===== src/sv/assert_macros.svh =====
// Assertion macros shared by the RTL files of the column stepper.
`ifndef ASSERT_MACROS_SVH
`define ASSERT_MACROS_SVH
`ifndef SYNTHESIS
// Property checked at every clock edge outside reset.
`define TCS_ASSERT(lbl, clk, rst_n, prop, msg) \
    lbl: assert property (@(posedge clk) disable iff (!rst_n) (prop)) else $error(msg);
// Implication checked at every clock edge outside reset; cons may use ## delays.
`define TCS_ASSERT_IMPLY(lbl, clk, rst_n, ante, cons, msg) \
    lbl: assert property (@(posedge clk) disable iff (!rst_n) (ante) |-> cons) else $error(msg);
`else
`define TCS_ASSERT(lbl, clk, rst_n, prop, msg)
`define TCS_ASSERT_IMPLY(lbl, clk, rst_n, ante, cons, msg)
`endif
`endif


===== src/sv/tcs_pkg.sv =====
// Shared widths, reset values, register indexes and control types of the column stepper.
package tcs_pkg;

    localparam int FRAC_BITS_DEF = 16;

    localparam int SCREEN_W   = 12;
    localparam int TEX_DIM_W  = 11;
    localparam int COL_X_W    = 12;
    localparam int COL_H_W    = 16;
    localparam int HIT_W      = 16;
    localparam int TEX_ID_W   = 2;
    localparam int PIX_Y_W    = 11;
    localparam int TEXEL_W    = 10;
    localparam int ACC_W      = 32;
    localparam int CFG_IDX_W  = 2;
    localparam int CFG_DATA_W = 12;

    localparam logic [SCREEN_W-1:0]  SCREEN_H_RST = 12'd480;
    localparam logic [SCREEN_W-1:0]  MAX_SCREEN   = 12'd2048;
    localparam logic [TEX_DIM_W-1:0] TEX_DIM_RST  = 11'd64;

    // Configuration register indexes.
    localparam logic [CFG_IDX_W-1:0] CFG_SCREEN_HEIGHT = 2'd0;
    localparam logic [CFG_IDX_W-1:0] CFG_TEX_WIDTH     = 2'd1;
    localparam logic [CFG_IDX_W-1:0] CFG_TEX_HEIGHT    = 2'd2;

    // Input item kinds.
    localparam logic KIND_START = 1'b0;
    localparam logic KIND_ROW   = 1'b1;

    typedef struct packed {
        logic load_start;
        logic div_step;
        logic mul_load;
        logic acc_load;
        logic row_step;
    } t_dp_cmd;

    typedef struct packed {
        logic active;
    } t_dp_status;

endpackage


===== src/sv/textured_column_stepper.sv =====
// Top level of the textured wall column stepper: controller plus datapath.
//
//  Channel  | Direction | Handshake           | Payload
//  ---------+-----------+---------------------+----------------------------------------------
//  config   | in        | i_cfg_we            | i_cfg_index, i_cfg_data
//  item     | in        | i_valid / o_stall   | i_kind, i_column_x, i_column_height,
//           |           |                     | i_hit_fraction, i_texture_id
//  result   | out       | o_valid / i_stall   | o_pixel_x, o_pixel_y, o_texel_x, o_texel_y,
//           |           |                     | o_tex_select, o_last_row
//
// Rows stream at one transfer per clock while the result side keeps up; the result
// register is freed in the same cycle it is taken.
// A start item holds the block busy while the texture step comes out of a restoring
// divider that yields one quotient bit per cycle, followed by the multiply of the skipped
// rows and the load of the accumulator.
// Reset is synchronous and active low; it clears the control state and the three
// configuration registers to 480, 64 and 64 rows/texels, and holds o_stall high.
// A stall on the result side holds the pending result and blocks row items; start items
// are still taken while a result waits.
module textured_column_stepper #(
    parameter int FRAC_BITS = tcs_pkg::FRAC_BITS_DEF
) (
    input  logic                           i_clk,
    input  logic                           i_rst_n,
    input  logic                           i_cfg_we,
    input  logic [tcs_pkg::CFG_IDX_W-1:0]  i_cfg_index,
    input  logic [tcs_pkg::CFG_DATA_W-1:0] i_cfg_data,
    input  logic                           i_valid,
    output logic                           o_stall,
    input  logic                           i_kind,
    input  logic [tcs_pkg::COL_X_W-1:0]    i_column_x,
    input  logic [tcs_pkg::COL_H_W-1:0]    i_column_height,
    input  logic [tcs_pkg::HIT_W-1:0]      i_hit_fraction,
    input  logic [tcs_pkg::TEX_ID_W-1:0]   i_texture_id,
    output logic                           o_valid,
    input  logic                           i_stall,
    output logic [tcs_pkg::COL_X_W-1:0]    o_pixel_x,
    output logic [tcs_pkg::PIX_Y_W-1:0]    o_pixel_y,
    output logic [tcs_pkg::TEXEL_W-1:0]    o_texel_x,
    output logic [tcs_pkg::TEXEL_W-1:0]    o_texel_y,
    output logic [tcs_pkg::TEX_ID_W-1:0]   o_tex_select,
    output logic                           o_last_row
);
    import tcs_pkg::*;

    // Commands from the controller and the column status back from the datapath.
    t_dp_cmd    dp_cmd;
    t_dp_status dp_status;

    // The controller owns the handshakes and steps the datapath through the start
    // sequence; a row transfer is only issued while a column is active.
    tcs_ctrl #(
        .FRAC_BITS (FRAC_BITS)
    ) u_ctrl (
        .i_clk    (i_clk),
        .i_rst_n  (i_rst_n),
        .i_valid  (i_valid),
        .o_stall  (o_stall),
        .i_kind   (i_kind),
        .o_valid  (o_valid),
        .i_stall  (i_stall),
        .i_status (dp_status),
        .o_cmd    (dp_cmd)
    );

    // The datapath holds the configuration, the column state, the divider and the
    // result registers.
    tcs_datapath #(
        .FRAC_BITS (FRAC_BITS)
    ) u_datapath (
        .i_clk           (i_clk),
        .i_rst_n         (i_rst_n),
        .i_cfg_we        (i_cfg_we),
        .i_cfg_index     (i_cfg_index),
        .i_cfg_data      (i_cfg_data),
        .i_column_x      (i_column_x),
        .i_column_height (i_column_height),
        .i_hit_fraction  (i_hit_fraction),
        .i_texture_id    (i_texture_id),
        .i_cmd           (dp_cmd),
        .o_status        (dp_status),
        .o_pixel_x       (o_pixel_x),
        .o_pixel_y       (o_pixel_y),
        .o_texel_x       (o_texel_x),
        .o_texel_y       (o_texel_y),
        .o_tex_select    (o_tex_select),
        .o_last_row      (o_last_row)
    );

endmodule


===== src/sv/tcs_ctrl.sv =====
// Controller of the column stepper: handshakes, start sequencing and output valid.
`include "assert_macros.svh"
module tcs_ctrl #(
    parameter int FRAC_BITS = tcs_pkg::FRAC_BITS_DEF
) (
    input  logic                i_clk,
    input  logic                i_rst_n,
    input  logic                i_valid,
    output logic                o_stall,
    input  logic                i_kind,
    output logic                o_valid,
    input  logic                i_stall,
    input  tcs_pkg::t_dp_status i_status,
    output tcs_pkg::t_dp_cmd    o_cmd
);
    import tcs_pkg::*;

    localparam int DW    = TEX_DIM_W + FRAC_BITS;
    localparam int CNT_W = $clog2(DW);

    typedef enum logic [1:0] {S_IDLE, S_DIV, S_MUL, S_ACC} t_state;

    t_state             r_state, n_state;
    logic [CNT_W-1:0]   r_cnt, n_cnt;
    logic               r_out_valid, n_out_valid;
    logic               out_free;
    logic               accept;
    logic               start_go;
    logic               row_go;

    assign out_free = !r_out_valid || !i_stall;
    assign o_stall  = !i_rst_n || (r_state != S_IDLE) || ((i_kind == KIND_ROW) && !out_free);
    assign accept   = i_valid && !o_stall;
    assign start_go = accept && (i_kind == KIND_START);
    assign row_go   = accept && (i_kind == KIND_ROW) && i_status.active;

    always_comb begin
        n_state     = r_state;
        n_cnt       = r_cnt;
        n_out_valid = r_out_valid;
        if (row_go) begin
            n_out_valid = 1'b1;
        end else if (!i_stall) begin
            n_out_valid = 1'b0;
        end
        unique case (r_state)
            S_IDLE: begin
                n_cnt = '0;
                if (start_go) begin
                    n_state = S_DIV;
                end
            end
            S_DIV: begin
                if (r_cnt == CNT_W'(DW - 1)) begin
                    n_state = S_MUL;
                end else begin
                    n_cnt = r_cnt + 1'b1;
                end
            end
            S_MUL: begin
                n_state = S_ACC;
            end
            S_ACC: begin
                n_state = S_IDLE;
            end
            default: begin
                n_state = S_IDLE;
            end
        endcase
    end

    always_ff @(posedge i_clk) begin
        if (!i_rst_n) begin
            r_state     <= S_IDLE;
            r_cnt       <= '0;
            r_out_valid <= 1'b0;
        end else begin
            r_state     <= n_state;
            r_cnt       <= n_cnt;
            r_out_valid <= n_out_valid;
        end
    end

    always_comb begin
        o_cmd            = '0;
        o_cmd.load_start = start_go;
        o_cmd.div_step   = (r_state == S_DIV);
        o_cmd.mul_load   = (r_state == S_MUL);
        o_cmd.acc_load   = (r_state == S_ACC);
        o_cmd.row_step   = row_go;
    end

    assign o_valid = r_out_valid;

    `TCS_ASSERT_IMPLY(a_start_len, i_clk, i_rst_n, start_go, ##(DW + 3) (r_state == S_IDLE), "start sequence length is off")
    `TCS_ASSERT(a_valid_src, i_clk, i_rst_n, !$rose(r_out_valid) || $past(row_go), "result appeared without a row transfer")

endmodule


===== src/sv/tcs_datapath.sv =====
// Datapath of the column stepper: configuration, divider, accumulator and result registers.
`include "assert_macros.svh"
module tcs_datapath #(
    parameter int FRAC_BITS = tcs_pkg::FRAC_BITS_DEF
) (
    input  logic                              i_clk,
    input  logic                              i_rst_n,
    input  logic                              i_cfg_we,
    input  logic [tcs_pkg::CFG_IDX_W-1:0]     i_cfg_index,
    input  logic [tcs_pkg::CFG_DATA_W-1:0]    i_cfg_data,
    input  logic [tcs_pkg::COL_X_W-1:0]       i_column_x,
    input  logic [tcs_pkg::COL_H_W-1:0]       i_column_height,
    input  logic [tcs_pkg::HIT_W-1:0]         i_hit_fraction,
    input  logic [tcs_pkg::TEX_ID_W-1:0]      i_texture_id,
    input  tcs_pkg::t_dp_cmd                  i_cmd,
    output tcs_pkg::t_dp_status               o_status,
    output logic [tcs_pkg::COL_X_W-1:0]       o_pixel_x,
    output logic [tcs_pkg::PIX_Y_W-1:0]       o_pixel_y,
    output logic [tcs_pkg::TEXEL_W-1:0]       o_texel_x,
    output logic [tcs_pkg::TEXEL_W-1:0]       o_texel_y,
    output logic [tcs_pkg::TEX_ID_W-1:0]      o_tex_select,
    output logic                              o_last_row
);
    import tcs_pkg::*;

    localparam int DW     = TEX_DIM_W + FRAC_BITS;
    localparam int TIW    = ACC_W - FRAC_BITS;
    localparam int CW     = (TIW > TEX_DIM_W) ? TIW : TEX_DIM_W;
    localparam int SKIP_W = COL_H_W - 1;
    localparam int PROD_W = SKIP_W + ACC_W;
    localparam int TXP_W  = TEX_DIM_W + HIT_W;
    localparam logic [CW-1:0] TEXEL_MAX_C = CW'({TEXEL_W{1'b1}});

    // Configuration registers.
    logic [SCREEN_W-1:0]  r_screen_height;
    logic [TEX_DIM_W-1:0] r_tex_width;
    logic [TEX_DIM_W-1:0] r_tex_height;

    // Column state.
    logic                 r_active;
    logic                 r_pend_active;
    logic [COL_X_W-1:0]   r_cur_col;
    logic [PIX_Y_W-1:0]   r_cur_row;
    logic [SCREEN_W-1:0]  r_end_row;
    logic [ACC_W-1:0]     r_acc;
    logic [ACC_W-1:0]     r_step;
    logic [TEXEL_W-1:0]   r_col_texel_x;
    logic [TEX_ID_W-1:0]  r_col_tex;
    logic [SKIP_W-1:0]    r_skip;
    logic [COL_H_W-1:0]   r_ch;
    logic [DW-1:0]        r_quo;
    logic [COL_H_W-1:0]   r_rem;
    logic [PROD_W-1:0]    r_prod;

    // Result registers.
    logic [COL_X_W-1:0]   r_pixel_x;
    logic [PIX_Y_W-1:0]   r_pixel_y;
    logic [TEXEL_W-1:0]   r_texel_x;
    logic [TEXEL_W-1:0]   r_texel_y;
    logic [TEX_ID_W-1:0]  r_tex_select;
    logic                 r_last_row;

    // Start item geometry.
    logic [SCREEN_W-1:0]  h_eff;
    logic [COL_H_W:0]     hc_sum;
    logic [COL_H_W-1:0]   ymax_raw;
    logic [SCREEN_W-1:0]  ymax;
    logic                 h_ge;
    logic [COL_H_W-1:0]   diff_pos;
    logic [COL_H_W-1:0]   diff_neg;
    logic [PIX_Y_W-1:0]   start_row;
    logic [SKIP_W-1:0]    skip;
    logic                 pend_active;
    logic [TXP_W-1:0]     tx_prod;
    logic [TEX_DIM_W-1:0] tx_int;
    logic [TEXEL_W-1:0]   tx;

    // Divider, step and accumulator.
    logic [COL_H_W:0]      trial;
    logic                  q_bit;
    logic [DW+ACC_W-1:0]   quo_ext;
    logic [ACC_W-1:0]      step_next;
    logic [PROD_W-1:0]     prod;
    logic [ACC_W-1:0]      acc_init;
    logic [ACC_W:0]        acc_sum;
    logic [ACC_W-1:0]      acc_adv;

    // Row results.
    logic [CW-1:0]         ti_c;
    logic [CW-1:0]         thm1_c;
    logic [CW-1:0]         ty_c;
    logic [TEXEL_W-1:0]    ty;
    logic                  last;

    always_ff @(posedge i_clk) begin
        if (!i_rst_n) begin
            r_screen_height <= SCREEN_H_RST;
            r_tex_width     <= TEX_DIM_RST;
            r_tex_height    <= TEX_DIM_RST;
        end else if (i_cfg_we) begin
            unique case (i_cfg_index)
                CFG_SCREEN_HEIGHT: r_screen_height <= i_cfg_data[SCREEN_W-1:0];
                CFG_TEX_WIDTH:     r_tex_width     <= i_cfg_data[TEX_DIM_W-1:0];
                CFG_TEX_HEIGHT:    r_tex_height    <= i_cfg_data[TEX_DIM_W-1:0];
                default: begin
                end
            endcase
        end
    end

    always_comb begin
        h_eff     = (r_screen_height > MAX_SCREEN) ? MAX_SCREEN : r_screen_height;
        hc_sum    = (COL_H_W+1)'(h_eff) + (COL_H_W+1)'(i_column_height);
        ymax_raw  = hc_sum[COL_H_W:1];
        ymax      = (ymax_raw > COL_H_W'(h_eff)) ? h_eff : ymax_raw[SCREEN_W-1:0];
        h_ge      = COL_H_W'(h_eff) >= i_column_height;
        diff_pos  = COL_H_W'(h_eff) - i_column_height;
        diff_neg  = i_column_height - COL_H_W'(h_eff);
        // Rows above the screen are skipped but still advance the accumulator.
        start_row = h_ge ? diff_pos[PIX_Y_W:1] : '0;
        skip      = h_ge ? '0 : diff_neg[COL_H_W-1:1];
        pend_active = SCREEN_W'(start_row) < ymax;
        // The scaled hit is always below the width, so no wrap is needed.
        tx_prod   = TXP_W'(r_tex_width) * TXP_W'(i_hit_fraction);
        tx_int    = tx_prod[TXP_W-1:HIT_W];
        tx        = (tx_int > TEX_DIM_W'({TEXEL_W{1'b1}})) ? {TEXEL_W{1'b1}}
                                                           : tx_int[TEXEL_W-1:0];
    end

    always_comb begin
        trial     = {r_rem, r_quo[DW-1]};
        q_bit     = trial >= {1'b0, r_ch};
        quo_ext   = (DW+ACC_W)'(r_quo);
        if (r_ch == '0) begin
            step_next = '0;
        end else if (|quo_ext[DW+ACC_W-1:ACC_W]) begin
            step_next = '1;
        end else begin
            step_next = quo_ext[ACC_W-1:0];
        end
        prod      = PROD_W'(r_skip) * PROD_W'(step_next);
        acc_init  = (|r_prod[PROD_W-1:ACC_W]) ? '1 : r_prod[ACC_W-1:0];
        acc_sum   = {1'b0, r_acc} + {1'b0, r_step};
        acc_adv   = acc_sum[ACC_W] ? '1 : acc_sum[ACC_W-1:0];
    end

    always_comb begin
        ti_c   = CW'(r_acc[ACC_W-1:FRAC_BITS]);
        thm1_c = CW'(r_tex_height) - CW'(1);
        if (r_tex_height == '0) begin
            ty_c = '0;
        end else if (ti_c > thm1_c) begin
            ty_c = thm1_c;
        end else begin
            ty_c = ti_c;
        end
        ty   = (ty_c > TEXEL_MAX_C) ? {TEXEL_W{1'b1}} : ty_c[TEXEL_W-1:0];
        last = (SCREEN_W'(r_cur_row) + SCREEN_W'(1)) >= r_end_row;
    end

    always_ff @(posedge i_clk) begin
        if (!i_rst_n) begin
            r_active <= 1'b0;
        end else if (i_cmd.load_start) begin
            r_active <= 1'b0;
        end else if (i_cmd.acc_load) begin
            r_active <= r_pend_active;
        end else if (i_cmd.row_step && last) begin
            r_active <= 1'b0;
        end
    end

    always_ff @(posedge i_clk) begin
        if (i_cmd.load_start) begin
            r_cur_col     <= i_column_x;
            r_col_tex     <= i_texture_id;
            r_col_texel_x <= tx;
            r_cur_row     <= start_row;
            r_end_row     <= ymax;
            r_skip        <= skip;
            r_pend_active <= pend_active;
            r_ch          <= i_column_height;
            r_quo         <= {r_tex_height, {FRAC_BITS{1'b0}}};
            r_rem         <= '0;
        end
        if (i_cmd.div_step) begin
            r_rem <= q_bit ? COL_H_W'(trial - {1'b0, r_ch}) : trial[COL_H_W-1:0];
            r_quo <= {r_quo[DW-2:0], q_bit};
        end
        if (i_cmd.mul_load) begin
            r_step <= step_next;
            r_prod <= prod;
        end
        if (i_cmd.acc_load) begin
            r_acc <= acc_init;
        end
        if (i_cmd.row_step) begin
            r_pixel_x    <= r_cur_col;
            r_pixel_y    <= r_cur_row;
            r_texel_x    <= r_col_texel_x;
            r_texel_y    <= ty;
            r_tex_select <= r_col_tex;
            r_last_row   <= last;
            r_cur_row    <= r_cur_row + 1'b1;
            r_acc        <= acc_adv;
        end
    end

    assign o_status.active = r_active;
    assign o_pixel_x       = r_pixel_x;
    assign o_pixel_y       = r_pixel_y;
    assign o_texel_x       = r_texel_x;
    assign o_texel_y       = r_texel_y;
    assign o_tex_select    = r_tex_select;
    assign o_last_row      = r_last_row;

    `TCS_ASSERT_IMPLY(a_acc_mono, i_clk, i_rst_n, i_cmd.row_step, ##1 (r_acc >= $past(r_acc)), "accumulator went backward")
    `TCS_ASSERT_IMPLY(a_no_skip_acc, i_clk, i_rst_n, i_cmd.acc_load && (r_skip == '0), ##1 (r_acc == '0), "accumulator not zero without skipped rows")

endmodule


===== config.mk =====
export PLATFORM = sky130hd
export DESIGN_NAME = textured_column_stepper
export DESIGN_NICKNAME = d
export VERILOG_FILES = /design/src/sv/tcs_pkg.sv /design/src/sv/textured_column_stepper.sv /design/src/sv/tcs_ctrl.sv /design/src/sv/tcs_datapath.sv
export VERILOG_INCLUDE_DIRS = /design/src /design/src/sv
export SDC_FILE = /design/constraint.sdc
export NUM_CORES = 2
export LEC_CHECK = 0
export BUFFER_PORTS_ARGS = -buffer_cell sky130_fd_sc_hd__buf_2
export CAP_MARGIN = 15
export CORE_ASPECT_RATIO = 2
export CORE_MARGIN = 2
export CORE_UTILIZATION = 55
export CTS_BUF_LIST = sky130_fd_sc_hd__clkbuf_16
export CTS_CLUSTER_SIZE = 40
export DETAILED_ROUTE_END_ITERATION = 10
export GPL_ROUTABILITY_DRIVEN = 0
export PLACE_DENSITY_LB_ADDON = 0.25
export SLEW_MARGIN = 20
export SYNTH_ARGS = -nofsm -noshare
export SYNTH_HDL_FRONTEND = slang
export SYNTH_SLANG_ARGS = --single-unit

===== constraint.sdc =====
create_clock -name i_clk -period 7.85 [get_ports i_clk]
set_clock_uncertainty 0.2 [all_clocks]
set_input_delay 1.57 -clock i_clk [delete_from_list [all_inputs] [get_ports i_clk]]
set_output_delay 1.57 -clock i_clk [all_outputs]
set_load 0.01 [all_outputs]

# Word level (Yosys, flattened, before mapping)
# Index checks and enable logic that the tools add are counted.
[classes] multipliers=2 n_lt_le_gt_ge=9 n_addsub=9 n_eq_ne=10 n_reduce_logical=31 muxes=26 bitwise_logic=2
[op_table] cell="$mux W32" n=4
[op_table] cell="$mux W27" n=3
[op_table] cell="$mux W16" n=5
[op_table] cell="$mul A15 B27 Y42" n=1
[op_table] cell="$add A32 B32 Y33" n=1
[op_table] cell="$mux W11" n=3
[op_table] cell="$mul A11 B16 Y27" n=1
[op_table] cell="$mux W12" n=2
[op_table] cell="$add A12 B16 Y17" n=1
[op_table] cell="$ge A17 B16 Y1" n=1
[op_table] cell="$ge A12 B16 Y1" n=1
[op_table] cell="$gt A16 B10 Y1 const B" n=1
[op_table] cell="$gt A16 B12 Y1" n=1
[op_table] cell="$gt A16 B16 Y1" n=1
[op_table] cell="$logic_not A16 Y1" n=1
[op_table] cell="$sub A16 B12 Y16" n=1
[op_table] cell="$sub A16 B16 Y16" n=1
[op_table] cell="$reduce_or A15 Y1" n=1
[op_table] cell="$add A11 B1 Y12 const B" n=1
[op_table] cell="$ge A12 B12 Y1" n=1
[op_table] cell="$gt A12 B12 Y1 const B" n=1
[op_table] cell="$lt A11 B12 Y1" n=1
[op_table] cell="$reduce_bool A2 Y1" n=6
[op_table] cell="$sub A11 B1 Y12 const B" n=1
[op_table] cell="22 further kinds" n=48
[word_totals] regBits=322 word_cells=115

# Logic depth before layout (Yosys ltp)
[logic_depth] ltp_word=12 mapped_depth=33 mapped_depth_nobuf=33

# By module
# Synthesis repeated with hierarchy kept, for this count alone.
[hier_totals] hier_cells=3610 area_unflattened_um2=35404.0
[by_module_without_submodules] mod="tcs_datapath" cells_each=3551 instances=1 area_each_um2=34864.7
[by_module_without_submodules] mod="tcs_ctrl" cells_each=59 instances=1 area_each_um2=539.3

# Worst setup path after synthesis
# OpenSTA, ideal clock, no wires.
[synth_path] path_type="register to register" startpoint="register u_datapath.r_ch[1]" endpoint="register u_datapath.r_prod[41], data pin" setup_slack_ns=0.561 path_buffers=2 t_arrival_ns=6.953 synth_period_minus_slack_ns=7.289 path_stages_with_launch=27 setup_ns=0.135 path_cell_list="edfxtp_1 > nor4_1 > nand4_1 > clkbuf_1 > clkbuf_1 > and3_1 > fa_1 > inv_1 > fa_1 > inv_1 > fa_1 > fa_1 > fa_1 > inv_1 > fa_1 > inv_1 > ha_1 > nand4_1 > nor2_1 > nor2_1 > o311ai_4 > a31oi_4 > o211ai_2 > a2111oi_4 > o31ai_1 > or4b_1 > nand3_1"
[synth_via] elab_chain_len=3
[synth_rtl] element="start: declaration" line_no="tcs_datapath.sv:50" source="logic [COL_H_W-1:0] r_ch;"
[synth_rtl] element="start signal: assignment" line_no="tcs_datapath.sv:182" source="r_ch <= i_column_height;"
[synth_rtl] element="$logic_not A16 Y1" line_no="tcs_datapath.sv:134" source="if (r_ch == '0) begin"
[synth_rtl] element="$mux W27" line_no="tcs_datapath.sv:134"
[synth_rtl] element="$mul A15 B27 Y42" line_no="tcs_datapath.sv:141" source="prod = PROD_W'(r_skip) * PROD_W'(step_next);"
[synth_rtl] element="net u_datapath.prod[41]" line_no="tcs_datapath.sv:83" source="logic [PROD_W-1:0] prod;"
[synth_rtl] element="end signal: assignment" line_no="tcs_datapath.sv:192" source="r_prod <= prod;"
[synth_rtl] element="end: declaration" line_no="tcs_datapath.sv:53" source="logic [PROD_W-1:0] r_prod;"
# The timed path passes the listed nets, and every way through them passes these cells.
# A chain may end at the register's enable or synchronous reset.

# Worst setup path in the final report
[layout_path] startpoint="register u_datapath.r_ch[4]" endpoint="register u_datapath.r_prod[32], data pin"
# The elaborated chain is that of the path after synthesis.

==> metrics <==
outcome=complete, no violations; Bufs and invs on worst path=7; CP top delay family=adder cells; Initial Util=55.29%; sequential area share after synthesis=25.42%; YS warnings=0; most frequent CP cell=fa_1; CP Capture Type=register; Synth Flop Type=edfxtp_1; Synth area leader=fa_1; number of synthesized flops with an enable pin=269; htree depth=1; Rel. slew slack=30.64%; row count=131; Residual DRC=0; full die area=66,100 µm²; synth top area cells=fa_1 (26%), edfxtp_1 (23%), ha_1 (11%), inv_1 (6.3%), nand2_1 (4.6%); TritonCTS clock tree=built; WL per Instance=22.45 µm; Layout Cells excl Fill=4,510; asr flop ratio synth=0%; post-DP HPWL=79,450 µm; fmax=131.1 MHz; DRT Pass-1 Iters=6; maxcap violations=0; # IOs=114; Critical Path Max Stage Delay=650 ps; Die X=182.8 µm; vias in the first global route=28,590; Final #Nets=4,508; initial antenna violation count=6; start-to-end type of the worst setup path=reg2reg; Worst-path clk slew=70 ps; CP endpoint=u_datapath.r_prod[32]; Routed Antenna Nets=0; RR Endpoint=u_datapath.r_prod[32]; critical path arrival=7790 ps; Placed Area=36,870 µm²; Overall Global Routing Usage=31.31%; worst slew pin tran=1040 ps; Root Driver=clkbuf_16; global route overflow=0; Worst Path Required=8020 ps; synthesized area=35,160 µm²; Inst Count DP=4,442; Synth Instances=3,606; CTS Buf Count=29; Mapped Avg Cell Area=9.751 µm²; design area=38,150 µm²; DR vias=26,700; first-pass GRT wire length=155,800 µm; Crit-path slowest cell=fa_2; R2R depth=27; Hold Path Class=reg2reg; area share of the largest cell type after synthesis=25.73%; buffers added on ports=113; total core area=63,600 µm²; Final Max Slew Viols=0; deepest clock path buffer count=3; Worst Setup SP=u_datapath.r_ch[4]; routed wire length=101,300 µm; RR Startpoint=u_datapath.r_ch[4]; final hold vios=0; final period utilization=97.16%; post-route minimum period=7627 ps; Die Y=361.6 µm; Synth-to-Final Area Change=8.504%; number of cells on the critical path=27; layout cells sized above 1=9.652%; crit-path max FO=16; number of DRC markers in iteration 0=1,622; internal reg-to-reg setup slack=220 ps; setup violators final=0; largest net degree at the start of global routing=132; RSZ-0062 raised after global routing=yes; vias per inst=5.919; # clock sinks=312; post-synth cell types=84; CP Launch Type=register; Skew-Pair Late Insertion Delay=630 ps; Post-Syn Nets=4,428; Yosys reg bits=312
worst register-to-register path, delay by kind of cell (launching register included):
| kind | cells | cell delay, ps |
|---|---|---|
| AOI/OAI and AO/OA | 6 | 1400 |
| buffers and inverters | 7 | 830 |
| adders and majority gates | 7 | 3350 |
| DFF | 1 | 410 |
| and+or+nand+nor | 6 | 1090 |
| xor gates and xnor gates | 1 | 110 |
what timing repair did:
action / 4_1_cts / 5_1_grt
setup endpoints to repair: 0 / 12
buffers inserted: 0 / 6
resized for setup: 0 / 42
hold buffers: 0 / 0
through the flow:
stage / util (%) / hold slack, ps / setup TNS [ps] / worst slack (ps)
after global routing: 59.99 / 228.7 / -3.975 / -3.975
final: 59.99 / 221.8 / 0 / 222.8
after detailed placement: 57.98 / 204.5 / 0 / 31.72
after floorplan: - / 200.3 / 0 / 561.4
after global placement: 57.98 / 201.5 / 0 / 139.0
after CTS: 59.60 / 221.6 / 0 / 68.73
synth_stat cells (14+ instances only):
cell type	number
a31oi_1	14
mux2_2	18
xor2_1	34
nand2b_1	20
o21ai_1	26
and2_1	118
inv_1	588
o22a_1	27
dfxtp_1	43
o21a_1	28
a21o_1	72
fa_1	452
mux2i_1	31
nor3_1	33
clkbuf_1	171
nand2_1	435
nand4_1	28
xnor2_1	89
o21ai_0	52
and3_1	236
a21oi_1	106
o21bai_1	16
edfxtp_1	269
a21boi_0	25
nor2b_1	48
ha_1	304
nor2_1	119
nand3_1	36
final cells by class:
class                      count  area, µm²
inverter                     591       2226
antenna                        3      7.507
fill                        5470      25440
tap                          798      998.5
multi-input combinational   2524      23470
sequential                   312       8939
clock inverter                25      310.3
clock buffer                  29      725.7
timing repair buffer         228       1481
worst min path at each step:
stage                                 start                         end  slack (ps)  cells after the start
CTS                 u_datapath.r_col_tex[0]  u_datapath.o_tex_select[0]         220                      0
floorplan           u_datapath.r_cur_col[0]     u_datapath.o_pixel_x[0]         200                      0
detailed placement  u_datapath.r_cur_col[2]     u_datapath.o_pixel_x[2]         200                      0
global placement    u_datapath.r_cur_col[2]     u_datapath.o_pixel_x[2]         200                      0
finish              u_datapath.r_col_tex[0]  u_datapath.o_tex_select[0]         220                      0
global route        u_datapath.r_col_tex[0]  u_datapath.o_tex_select[0]         230                      0
layer usage:
layer | up-vias | global-route usage, % | share of wire, %
li1 | 12000 | - | -
met1 | 13190 | 28.74 | 30
met2 | 1017 | 58.60 | 53
met3 | 490 | 5.020 | 5.4
met4 | 0 | 27.50 | 11
met5 | - | 0 | 0
state kept, by name, indices dropped and copies added (netlist names), 11 cells and up:
register / flops
u_datapath.o_pixel_x: 12
u_datapath.o_pixel_y: 11
u_datapath.r_acc: 32
u_datapath.r_ch: 16
u_datapath.r_cur_col: 12
u_datapath.r_cur_row: 11
u_datapath.r_end_row: 12
u_datapath.r_prod: 42
u_datapath.r_quo: 27
u_datapath.r_rem: 16
u_datapath.r_screen_height: 12
u_datapath.r_skip: 15
u_datapath.r_step: 27
u_datapath.r_tex_height: 11
u_datapath.r_tex_width: 11
kinds of logic after synthesis:
family                     after synthesis  share of synthesized area [%]
adders and majority gates              757                          36.58
buffers and inverters                  770                          8.234
AOI/OAI and AO/OA                      466                          9.177
DFF                                    312                          25.42
xor gates and xnor gates               123                          3.064
and+or+nand+nor                       1128                          16.04
muxes                                   50                          1.491
layout by cell type, fill, tap and decap left out, types with 7 or more instances in the layout:
| cell | n |
|---|---|
| inv_1 | 582 |
| fa_1 | 445 |
| nand2_1 | 435 |
| ha_1 | 300 |
| edfxtp_1 | 269 |
| and3_1 | 235 |
| nor2_1 | 117 |
| and2_1 | 113 |
| buf_2 | 113 |
| buf_4 | 108 |
| a21oi_1 | 102 |
| xnor2_1 | 89 |
| a21o_1 | 72 |
| o21ai_0 | 52 |
| nor2b_1 | 48 |
| dfxtp_1 | 43 |
| nand3_1 | 36 |
| xor2_1 | 34 |
| nor3_1 | 32 |
| mux2i_1 | 31 |
| clkbuf_16 | 30 |
| nand4_1 | 28 |
| o21a_1 | 28 |
| o22a_1 | 27 |
| a21boi_0 | 24 |
| o21ai_1 | 23 |
| nand2b_1 | 18 |
| mux2_2 | 18 |
| o21bai_1 | 16 |
| a31oi_1 | 14 |
| or3_1 | 12 |
| a211oi_1 | 12 |
| o31ai_1 | 11 |
| inv_2 | 9 |
| nor4_1 | 9 |
| o211ai_1 | 9 |
| o32ai_1 | 9 |
| fa_2 | 7 |
Power is not shown: default switching activity piles up to over one toggle a cycle in this logic, so the estimate is an artifact.
